<file path="config.mk">
export PLATFORM = sky130hd
export DESIGN_NAME = meab_front
export DESIGN_NICKNAME = d
export VERILOG_FILES = /design/src/sv/assert_macros.svh /design/src/sv/meab_pkg.sv /design/src/sv/meab_front.sv
export SDC_FILE = /design/constraint.sdc
export NUM_CORES = 1
export LEC_CHECK = 0
export BUFFER_PORTS_ARGS = -buffer_cell sky130_fd_sc_hd__buf_2
export CORE_ASPECT_RATIO = 0.5
export CORE_UTILIZATION = 25
export CTS_CLUSTER_DIAMETER = 120
export DETAILED_ROUTE_END_ITERATION = 7
export SYNTH_ARGS = -nofsm -noshare
export SYNTH_HDL_FRONTEND = slang
export SYNTH_SLANG_ARGS = --single-unit
</file>
<file path="constraint.sdc">
create_clock -name clk -period 2.2 [get_ports clk]
set_input_delay 0.22 -clock clk [delete_from_list [all_inputs] [get_ports clk]]
set_output_delay 0.22 -clock clk [all_outputs]
set_load 0.01 [all_outputs]
</file>
<file path="src/sv/assert_macros.svh">
// Assertion macros shared by the edge table builder.
// Depends on nothing; included by files that carry assertions.
`ifndef ASSERT_MACROS_SVH
`define ASSERT_MACROS_SVH
// Implication checked on every rising clock edge outside reset.
`define CHK_IMPLY(label, clk, rst_n, ante, cons) \
	label: assert property (@(posedge clk) disable iff (!rst_n) (ante) |-> (cons)) \
		else $error("check failed");
// Implication checked in the clock cycle after the antecedent.
`define CHK_NEXT(label, clk, rst_n, ante, cons) \
	label: assert property (@(posedge clk) disable iff (!rst_n) (ante) |=> (cons)) \
		else $error("check failed");
`endif

</file>
<file path="src/sv/meab_pkg.sv">
// Shared types and constants of the mesh edge table builder.
// Depends on nothing.
package meab_pkg;
	localparam int unsigned VtxW    = 10;
	localparam int unsigned FaceW   = 8;
	localparam int unsigned MaxEdges = 256;
	localparam int unsigned SlotW   = $clog2(MaxEdges);
	localparam int unsigned CountW  = SlotW + 1;
	localparam int unsigned OthW    = 9;
	localparam logic [OthW-1:0] NoFace = 9'd256;

	localparam logic [1:0] StNew    = 2'd0;
	localparam logic [1:0] StMatch  = 2'd1;
	localparam logic [1:0] StFull   = 2'd2;
	localparam logic [1:0] StShared = 2'd3;

	localparam int unsigned QDepth = 4;
	localparam int unsigned QPtrW  = $clog2(QDepth);

	// One edge job handed from the front end to the table engine.
	typedef struct packed {
		logic             clear;
		logic [VtxW-1:0]  v0;
		logic [VtxW-1:0]  v1;
		logic [FaceW-1:0] face;
		logic             final_result;
	} job_t;
endpackage

</file>
<file path="src/sv/meab_front.sv">
// Front end: tracks the open face and turns corners into edge jobs.
// Depends on meab_pkg.
module meab_front import meab_pkg::*; (
	input  logic             clk,
	input  logic             arst_n,
	input  logic             in_valid,
	output logic             in_stall,
	input  logic             mode,
	input  logic [VtxW-1:0]  vertex_index,
	input  logic [FaceW-1:0] face_index,
	input  logic             last_of_face,
	output logic             job_valid,
	input  logic             job_stall,
	output job_t             job
);
	logic            inside_q;
	logic [VtxW-1:0] start_q;
	logic [VtxW-1:0] prior_q;
	// A held second job (closing edge) waiting after the first one went out.
	logic            pend_q;
	job_t            pend_job_q;
	job_t            first_job;
	job_t            close_job;
	logic            take;

	always_comb begin
		first_job = '{clear: mode, v0: prior_q, v1: vertex_index, face: face_index,
			final_result: !last_of_face};
		close_job = '{clear: 1'b0, v0: vertex_index,
			v1: inside_q ? start_q : vertex_index, face: face_index, final_result: 1'b1};
	end

	assign in_stall = pend_q || job_stall;
	assign take = in_valid && !in_stall;

	always_comb begin
		job_valid = 1'b0;
		job = first_job;
		if (pend_q) begin
			job_valid = 1'b1;
			job = pend_job_q;
		end else if (in_valid) begin
			if (mode) begin
				job_valid = 1'b1;
			end else if (inside_q) begin
				job_valid = 1'b1;
			end else if (last_of_face) begin
				job_valid = 1'b1;
				job = close_job;
			end
		end
	end

	always_ff @(posedge clk or negedge arst_n) begin
		if (!arst_n) begin
			inside_q <= 1'b0;
			pend_q <= 1'b0;
			start_q <= '0;
			prior_q <= '0;
		end else begin
			if (pend_q && !job_stall) pend_q <= 1'b0;
			if (take) begin
				if (mode) begin
					inside_q <= 1'b0;
				end else begin
					if (!inside_q) start_q <= vertex_index;
					prior_q <= vertex_index;
					inside_q <= !last_of_face;
					if (inside_q && last_of_face) begin
						pend_q <= 1'b1;
						pend_job_q <= close_job;
					end
				end
			end
		end
	end
endmodule

</file>
==> flow_summary.toml <==
[timing]
skew_ns = 0.01308
slew_violations = 0
period_needed_ns = 1.987
slew_headroom_pct = 70.47
tightest_slew_ns = 0.4429
min_period_over_period_pct = 90.34
max_clock_freq_mhz = 503.1
whs_ns = 0.1262
finalHoldViolCount = 0
rsz0062_at_grt = "no"
fin_tns_setup_ns = 0
setup_viol = 0

[clock_tree]
clockRootBuffer = "clkbuf_16"
h-tree-depth = 2
clockBufferDepth = 2
cts_sinks = 50
cts_made_buffers = 5
ctsResizeCount = 0
worstSkewPairLatency_ns = 0.29
cts_tree = "yes"
path_clk_slew_ns = 0.07

[grt]
grt_pass1_wl_um = 7300
antenna_found_initial = 0
grt_overflow = 0
grt_max_degree = 43
grt_pass1_vias = 1485
grt_usage_pct = 9.872

[floorplanning]
die_area_um2 = 9579
design.core.area_um2 = 8798
start_util_pct = 26.05
rows = 24
fp.dieW_um = 137.4
die_y_um = 69.71
ios = 56

[critical_path]
r2r-end = "pend_job_q[2]"
crit_required_ns = 1.98
rr_worst_depth = 4
critPathKind = "register to output pin"
end_kind = "output pin"
setup.worst_path.start_class = "register"
cp.arrival_ns = 1.77
rrSetupSlack_ns = 0.49
crit_fanout = 10
r2r-start = "pend_q"

[power_and_ir_drop]
ir_drop_v = 0.0003327
p_leak_uw = 0.001103
p_total_uw = 2383
power.density_nw_per_um2 = 827.2

[layout]
n_antenna_cell = 0
utilization_pct = 32.74
nNetsFinal = 233
areaGrowthSynthToFinish_pct = 25.65
final_area_um2 = 2880
drive_above_1_share_pct = 57.14
fillers = 859

[yosys]
synth_nets = 175
netlist_top_cells_count = "48 x mux2_2, 28 x edfxtp_1, 22 x dfrtp_1"
synth_ff_type = "edfxtp_1"
synthArstFlopShare_pct = 44.00
synth_most_common_cell = "mux2_2"
synth_edf_count = 28
yosys_warnings = 0
yosys.area.top_type = "edfxtp_1"
ys_ff_latch = 50
synthTopCellsByArea = "edfxtp_1 37%, dfrtp_1 24%, mux2_2 24%"
synthesis.area_um2 = 2292
syn_inst = 151
synth_area_per_cell_um2 = 15.18
synth_top_area_share_pct = 36.68
synth.distinct_cells = 21
yosysSeqAreaShare_pct = 60.70

[hold_path]
hp-start = "face_index[6]"
holdPathStages = 1
hold_end = "pend_job_q[7]"
hold_path_class = "input pin to register"

[detailed_routing]
drt-initial-drc-count = 69
ant_nets = 0
dr.pass1.iters = 4
viasPerCell = 4.352
routedWlPerCell_um = 13.46
drc_errors = 0
wirelength_um = 4403
via_count = 1423

[placed_design]
port_buffers = 55
gp_congestion = 0.7449
placed_area_um2 = 2698
hpwl_um = 3040

[run_status]
status = "finished, final reports clean"

[job]
drv_cap = 0
## per-stage QoR
stage	cells	setup slack [ns]
3_3_place_gp	318	0.5369
6_report	327	0.2125
5_1_grt	327	0.08406
2_1_floorplan	151	0.1485
3_5_place_dp	318	0.5064
4_1_cts	327	0.2035
## sequential cells by signal, indices dropped and copies added, names as in the netlist
name and cells:
pend_job_q 28, start_q 10, prior_q 10, pend_q 1, inside_q 1
## report_power, final
part           switching [µW]  internal [µW]  total (µW)
Combinational             173            203         376
Sequential               41.2           1090        1130
Clock                     336            542         878
Total                     550           1830        2380
## critical path: stages, from the launching register on
cell	delay [ns]
dfrtp_1	0.38
and4bb_2	0.57
mux2i_1	0.25
o21ai_0	0.10
buf_2	0.16
## cells in the final DEF (no fill, tap or decap), types with 2 or more instances in the layout
master	count
buf_2	55
mux2_2	48
edfxtp_1	28
dfrtp_1	22
o21ai_0	11
mux2i_1	10
nand2_1	10
clkbuf_16	5
buf_4	4
inv_1	2
## layer usage
metal | vias up | routed length, µm | GRT usage, % | part of all wire [%]
li1 | 680 | - | - | -
met1 | 717 | 2043 | 12.02 | 46
met2 | 21 | 2181 | 16.97 | 50
met3 | 5 | 141 | 2.412 | 3.2
met4 | 0 | 37 | 3.297 | 0.84
met5 | - | 0 | 0 | 0
## worst max path at each step
| stage | start | to | slack [ns] |
|---|---|---|---|
| 2_1_floorplan | pend_q | pend_job_q[10] | 0.15 |
| 3_3_place_gp | mode | job[23] | 0.54 |
| 3_5_place_dp | pend_q | pend_job_q[2] | 0.51 |
| 4_1_cts | inside_q | job[23] | 0.20 |
| 5_1_grt | inside_q | job[23] | 0.08 |
| 6_report | inside_q | job[23] | 0.21 |
## logic make-up after synthesis
logic type	count (synthesis)	synth area share, %
DFF	50	60.70
AOI/OAI and AO/OA	15	3.930
buffers and inverters	12	3.275
muxes	58	27.95
and+or+nand+nor	16	4.149
## layout make-up
type | count | area (µm²) | share of cell area, %
clock buffers | 5 | 125.1 | 4.344
clock inverters | 3 | 47.55 | 1.651
inverters | 2 | 7.507 | 0.2606
multi-input cells | 89 | 827.0 | 28.71
flip-flops and latches | 50 | 1391 | 48.31
well taps | 117 | 146.4 | 5.083
repair buffers | 61 | 335.3 | 11.64
## what timing repair did
action                                 in CTS  in global routing
hold buffers                                1                  0
endpoints found under the hold margin      22                  0
buffers inserted                            0                  0
No activity file was read; power rests on OpenSTA's default activity.
