File: src/sv/assert_macros.svh
// Assertion macros shared by the edge table builder.
// Depends on nothing; included by files that carry assertions.
`ifndef ASSERT_MACROS_SVH
`define ASSERT_MACROS_SVH
// Implication checked on every rising clock edge outside reset.
`define CHK_IMPLY(label, clk, rst_n, ante, cons) \
	label: assert property (@(posedge clk) disable iff (!rst_n) (ante) |-> (cons)) \
		else $error("check failed");
// Implication checked in the clock cycle after the antecedent.
`define CHK_NEXT(label, clk, rst_n, ante, cons) \
	label: assert property (@(posedge clk) disable iff (!rst_n) (ante) |=> (cons)) \
		else $error("check failed");
`endif

File: src/sv/meab_pkg.sv
// Shared types and constants of the mesh edge table builder.
// Depends on nothing.
package meab_pkg;
	localparam int unsigned VtxW    = 10;
	localparam int unsigned FaceW   = 8;
	localparam int unsigned MaxEdges = 256;
	localparam int unsigned SlotW   = $clog2(MaxEdges);
	localparam int unsigned CountW  = SlotW + 1;
	localparam int unsigned OthW    = 9;
	localparam logic [OthW-1:0] NoFace = 9'd256;

	localparam logic [1:0] StNew    = 2'd0;
	localparam logic [1:0] StMatch  = 2'd1;
	localparam logic [1:0] StFull   = 2'd2;
	localparam logic [1:0] StShared = 2'd3;

	localparam int unsigned QDepth = 4;
	localparam int unsigned QPtrW  = $clog2(QDepth);

	// One edge job handed from the front end to the table engine.
	typedef struct packed {
		logic             clear;
		logic [VtxW-1:0]  v0;
		logic [VtxW-1:0]  v1;
		logic [FaceW-1:0] face;
		logic             final_result;
	} job_t;
endpackage

File: src/sv/meab_queue.sv
// Short request queue between the front end and the table engine.
// Depends on meab_pkg.
module meab_queue import meab_pkg::*; (
	input  logic clk,
	input  logic arst_n,
	input  logic wr_valid,
	output logic wr_stall,
	input  job_t wr_job,
	output logic rd_valid,
	input  logic rd_take,
	output job_t rd_job
);
	job_t           mem_q [QDepth];
	logic [QPtrW:0] wp_q;
	logic [QPtrW:0] rp_q;
	logic           full;

	assign full = (wp_q[QPtrW] != rp_q[QPtrW]) && (wp_q[QPtrW-1:0] == rp_q[QPtrW-1:0]);
	assign wr_stall = full;
	assign rd_valid = wp_q != rp_q;
	assign rd_job = mem_q[rp_q[QPtrW-1:0]];

	always_ff @(posedge clk) begin
		if (wr_valid && !full) mem_q[wp_q[QPtrW-1:0]] <= wr_job;
	end

	always_ff @(posedge clk or negedge arst_n) begin
		if (!arst_n) begin
			wp_q <= '0;
			rp_q <= '0;
		end else begin
			if (wr_valid && !full) wp_q <= wp_q + 1'b1;
			if (rd_take && rd_valid) rp_q <= rp_q + 1'b1;
		end
	end
endmodule

File: config.mk
export PLATFORM = sky130hd
export DESIGN_NAME = meab_queue
export DESIGN_NICKNAME = d
export VERILOG_FILES = /design/src/sv/assert_macros.svh /design/src/sv/meab_pkg.sv /design/src/sv/meab_queue.sv
export SDC_FILE = /design/constraint.sdc
export NUM_CORES = 1
export LEC_CHECK = 0
export ABC_CLOCK_PERIOD_IN_PS = 5100
export BUFFER_PORTS_ARGS = -buffer_cell sky130_fd_sc_hd__buf_2
export CELL_PAD_IN_SITES_DETAIL_PLACEMENT = 1
export CELL_PAD_IN_SITES_GLOBAL_PLACEMENT = 2
export CORE_MARGIN = 3
export CORE_UTILIZATION = 47
export CTS_CLUSTER_SIZE = 20
export DETAILED_ROUTE_END_ITERATION = 6
export PLACE_DENSITY = 0.92
export SLEW_MARGIN = 40
export SYNTH_ARGS = -nofsm -noshare
export SYNTH_HDL_FRONTEND = slang
export SYNTH_SLANG_ARGS = --single-unit
File: constraint.sdc
create_clock -name clk -period 5.1 [get_ports clk]
set_input_delay 0.255 -clock clk [delete_from_list [all_inputs] [get_ports clk]]
set_output_delay 0.255 -clock clk [all_outputs]
set_load 0.05 [all_outputs]
==> PnR_summary.wiki <==
{| class="wikitable"
! Metric !! Value
|-
| Outcome || finished, final reports clean
|-
| Cell Area, Synth || 4780 sq um
|-
| Number of global-route vias before repair || 2650
|-
| Routed wire per std cell || 21.14 microns
|-
| Worst hold margin || roughly 0.096 ns
|-
| Yosys warnings || 0
|-
| Post-route clock period utilization || 0.5396
|-
| Power per Cell Area || around 680 nW/um^2
|-
| Clock Root Buffer || sky130_fd_sc_hd__clkbuf_8
|-
| Sinks on Clock Net || 126
|-
| Avg Inst Size Synth || 23.32 sq um
|-
| Crit end category || output pin
|-
| Half-perimeter wire length of the detailed placement result || approximately 6000 microns
|-
| Type of the tightest min-delay check || in2reg
|-
| Core outline area || 9819 sq um
|-
| Top-area cell type share of the netlist area || 0.7539
|-
| Antenna violations before repair || 0
|-
| Final setup violating endpoints || 0
|-
| Number of nets still failing antenna checks after routing || 0
|-
| Congestion Overflow GR || 0
|-
| Net count after synthesis || 244
|-
| Vias || 2401
|-
| Number of buffers added on ports || 65
|-
| Starting density of the core || 0.4867
|-
| Distinct cell type count after synthesis || 20
|-
| Die height || approximately 110 microns
|-
| Die W || around 110 microns
|-
| Leakage Power || ~0.0022 uW
|-
| Final Hold Fails || 0
|-
| Number of storage elements in the synthesis netlist || approximately 130
|-
| Via count normalized by instance count || roughly 5.2
|-
| Residual DRC count || 0
|-
| Worst reg-to-reg setup slack || 2.42 ns
|-
| Pin count of the biggest net entering global routing || 37
|-
| Startpoint type of the worst setup path || register
|-
| Antenna diodes || 0
|-
| Reg-to-reg endpoint || mem_q[2][23]$_DFFE_PP_
|-
| Commonest cells after routing, fill and taps aside || sky130_fd_sc_hd__edfxtp_1, sky130_fd_sc_hd__buf_2, sky130_fd_sc_hd__dlygate4sd3_1
|-
| Weighted congestion reported at the end of routability-driven placement || 0.7889
|-
| Area leader, netlist || sky130_fd_sc_hd__edfxtp_1
|-
| Starting DRC count in detailed routing || approximately 120
|-
| Post_cts resized || 0
|-
| Die outline area || 11420 sq um
|-
| Share of post-route cells with drive strength above 1 || 0.4116
|-
| First-pass GRT wire length || 15180 microns
|-
| Hold EP || rp_q[0]$_DFFE_PN0P_
|-
| Setup Crit Path Kind || reg2out
|-
| Global-route usage over all layers || 0.1819
|-
| Number of buffers inserted to repair setup after CTS || 0
|-
| Worst path required time || approximately 4.9 ns
|-
| Slew of the pin with the lowest slew margin || 0.8004 ns
|-
| Number of buffers created by CTS || 17
|-
| Launch point of the worst reg-to-reg path || rp_q[0]$_DFFE_PN0P_
|-
| Unrepaired setup endpoints after global routing || no
|-
| Cell count of the worst reg-to-reg path || 4
|-
| Final routed wirelength across all metal layers || approximately 9700 microns
|-
| Top cells by area, synth || sky130_fd_sc_hd__edfxtp_1, sky130_fd_sc_hd__mux4_2, sky130_fd_sc_hd__dfrtp_1
|-
| Hold_buf cts || 31
|-
| Worst Hold Depth || 3
|-
| Skew-Pair Late Insertion Delay || 0.49 ns
|-
| Max Transition Viols Final || 0
|-
| First-pass detailed-route iteration total || 4
|-
| Leading cell type in the layout, fill and taps excluded || sky130_fd_sc_hd__edfxtp_1
|-
| Layout overhead on the synthesized area || 29.37%
|-
| Number of nets in the layout || roughly 360
|-
| Buffer levels on the longest clock path || 2
|-
| Sequential element share of the synthesized area || 0.7853
|-
| Clock tree from TritonCTS || done
|-
| Hold wc startpoint || rd_take
|-
| Syn Inst Count || 205
|-
| Clock period minus worst slack || 2.752 ns
|-
| IR Drop Worst-Case VDD || 308.3 uV
|-
| Clock-pin slew reported for the worst setup and hold paths after clock tree synthesis || 0.06 ns
|-
| I/O pin total || 66
|-
| Crit-path max FO || 34
|-
| Number of cell rows || 36
|-
| Achievable clock frequency || around 0.36 GHz
|-
| Max transition margin || 0.4664
|-
| Setup TNS || 0 ns
|-
| Arrival time of the worst setup path || around 2.5 ns
|-
| Number of max-cap violations || 0
|-
| Worst clock skew || 0.01097 ns
|-
| CTS H-tree lvls || 4
|}
state kept, by name (all words and copies together) (netlist names):
register / flops
mem_q: 120
rp_q: 3
wp_q: 3
synth_stat cells:
cell / count
sky130_fd_sc_hd__dfrtp_1: 6
sky130_fd_sc_hd__buf_2: 3
sky130_fd_sc_hd__and3_1: 3
sky130_fd_sc_hd__a31oi_1: 2
sky130_fd_sc_hd__o311ai_0: 1
sky130_fd_sc_hd__xor2_1: 4
sky130_fd_sc_hd__a211oi_1: 2
sky130_fd_sc_hd__nand3_1: 2
sky130_fd_sc_hd__xnor2_1: 5
sky130_fd_sc_hd__nand2b_1: 2
sky130_fd_sc_hd__buf_4: 4
sky130_fd_sc_hd__a21oi_1: 4
sky130_fd_sc_hd__nand2_1: 2
sky130_fd_sc_hd__inv_1: 4
sky130_fd_sc_hd__mux2i_1: 1
sky130_fd_sc_hd__mux4_2: 30
sky130_fd_sc_hd__clkbuf_1: 1
sky130_fd_sc_hd__edfxtp_1: 120
sky130_fd_sc_hd__o31ai_1: 4
sky130_fd_sc_hd__ha_1: 5
final cells by class:
class | count | area (sq um)
clock buffer | 18 | 417.9
clock inverter | 13 | 143.9
fill | 847 | 3636
inverter | 4 | 15.01
multi-input combinational | 67 | 984.7
sequential | 126 | 3759
tap | 133 | 166.4
timing repair buffer | 100 | 696.9
per-stage QoR:
step / std cells / setup slack, ns / utilization / power, uW / cell area [sq um]
after CTS: 460 / 2.348 / 0.6263 / 4203 / 6150
after global placement: 396 / 2.507 / 0.5348 / 2982 / 5251
after floorplan: 205 / 2.249 / - / 2685 / 4780
final: 461 / 2.348 / 0.6297 / 4191 / 6183
after detailed placement: 398 / 2.397 / 0.5375 / 3057 / 5278
after global routing: 461 / 2.120 / 0.6297 / 4371 / 6183
power by group:
part / switching, uW / internal (uW) / total (uW) / leakage (uW)
combinational: 1080 / 485 / 1560 / 0.000736
sequential: 118 / 1380 / 1500 / 0.00117
clock: 430 / 694 / 1120 / 0.000263
critical path: stages (launching register included):
cell	delay (ns)
sky130_fd_sc_hd__dfrtp_2	0.38
sky130_fd_sc_hd__buf_4	0.32
sky130_fd_sc_hd__xnor2_1	0.64
sky130_fd_sc_hd__nand3_1	0.28
sky130_fd_sc_hd__inv_1	0.10
sky130_fd_sc_hd__buf_2	0.26
cells by family after synthesis:
group,count (synthesis),synth area share
flops,126,0.7853
mux,31,0.1435
xor+xnor,9,0.01649
compound gates,13,0.01806
fa+ha+maj,5,0.01309
buf+inv,12,0.01335
simple gates,9,0.01021
layer usage:
metal  wire length, microns  track usage  vias up
met5                      0            0        -
met4                     44      0.04475        0
met3                    359      0.05057        2
met2                   5247       0.3125       67
met1                   4094       0.2312     1242
li1                       -            -     1090
how the worst max path moves through the flow:
| stage | from | end | slack [ns] |
|---|---|---|---|
| after floorplan | wp_q[2]$_DFFE_PN0P_ | mem_q[3][0]$_DFFE_PP_ | 2.25 |
| after global placement | rp_q[0]$_DFFE_PN0P_ | mem_q[3][15]$_DFFE_PP_ | 2.51 |
| after detailed placement | rp_q[0]$_DFFE_PN0P_ | mem_q[1][17]$_DFFE_PP_ | 2.40 |
| after CTS | rp_q[0]$_DFFE_PN0P_ | wr_stall | 2.35 |
| after global routing | rp_q[0]$_DFFE_PN0P_ | wr_stall | 2.12 |
| final | rp_q[0]$_DFFE_PN0P_ | wr_stall | 2.35 |
Note: power is estimated with default switching activity, not from simulation.
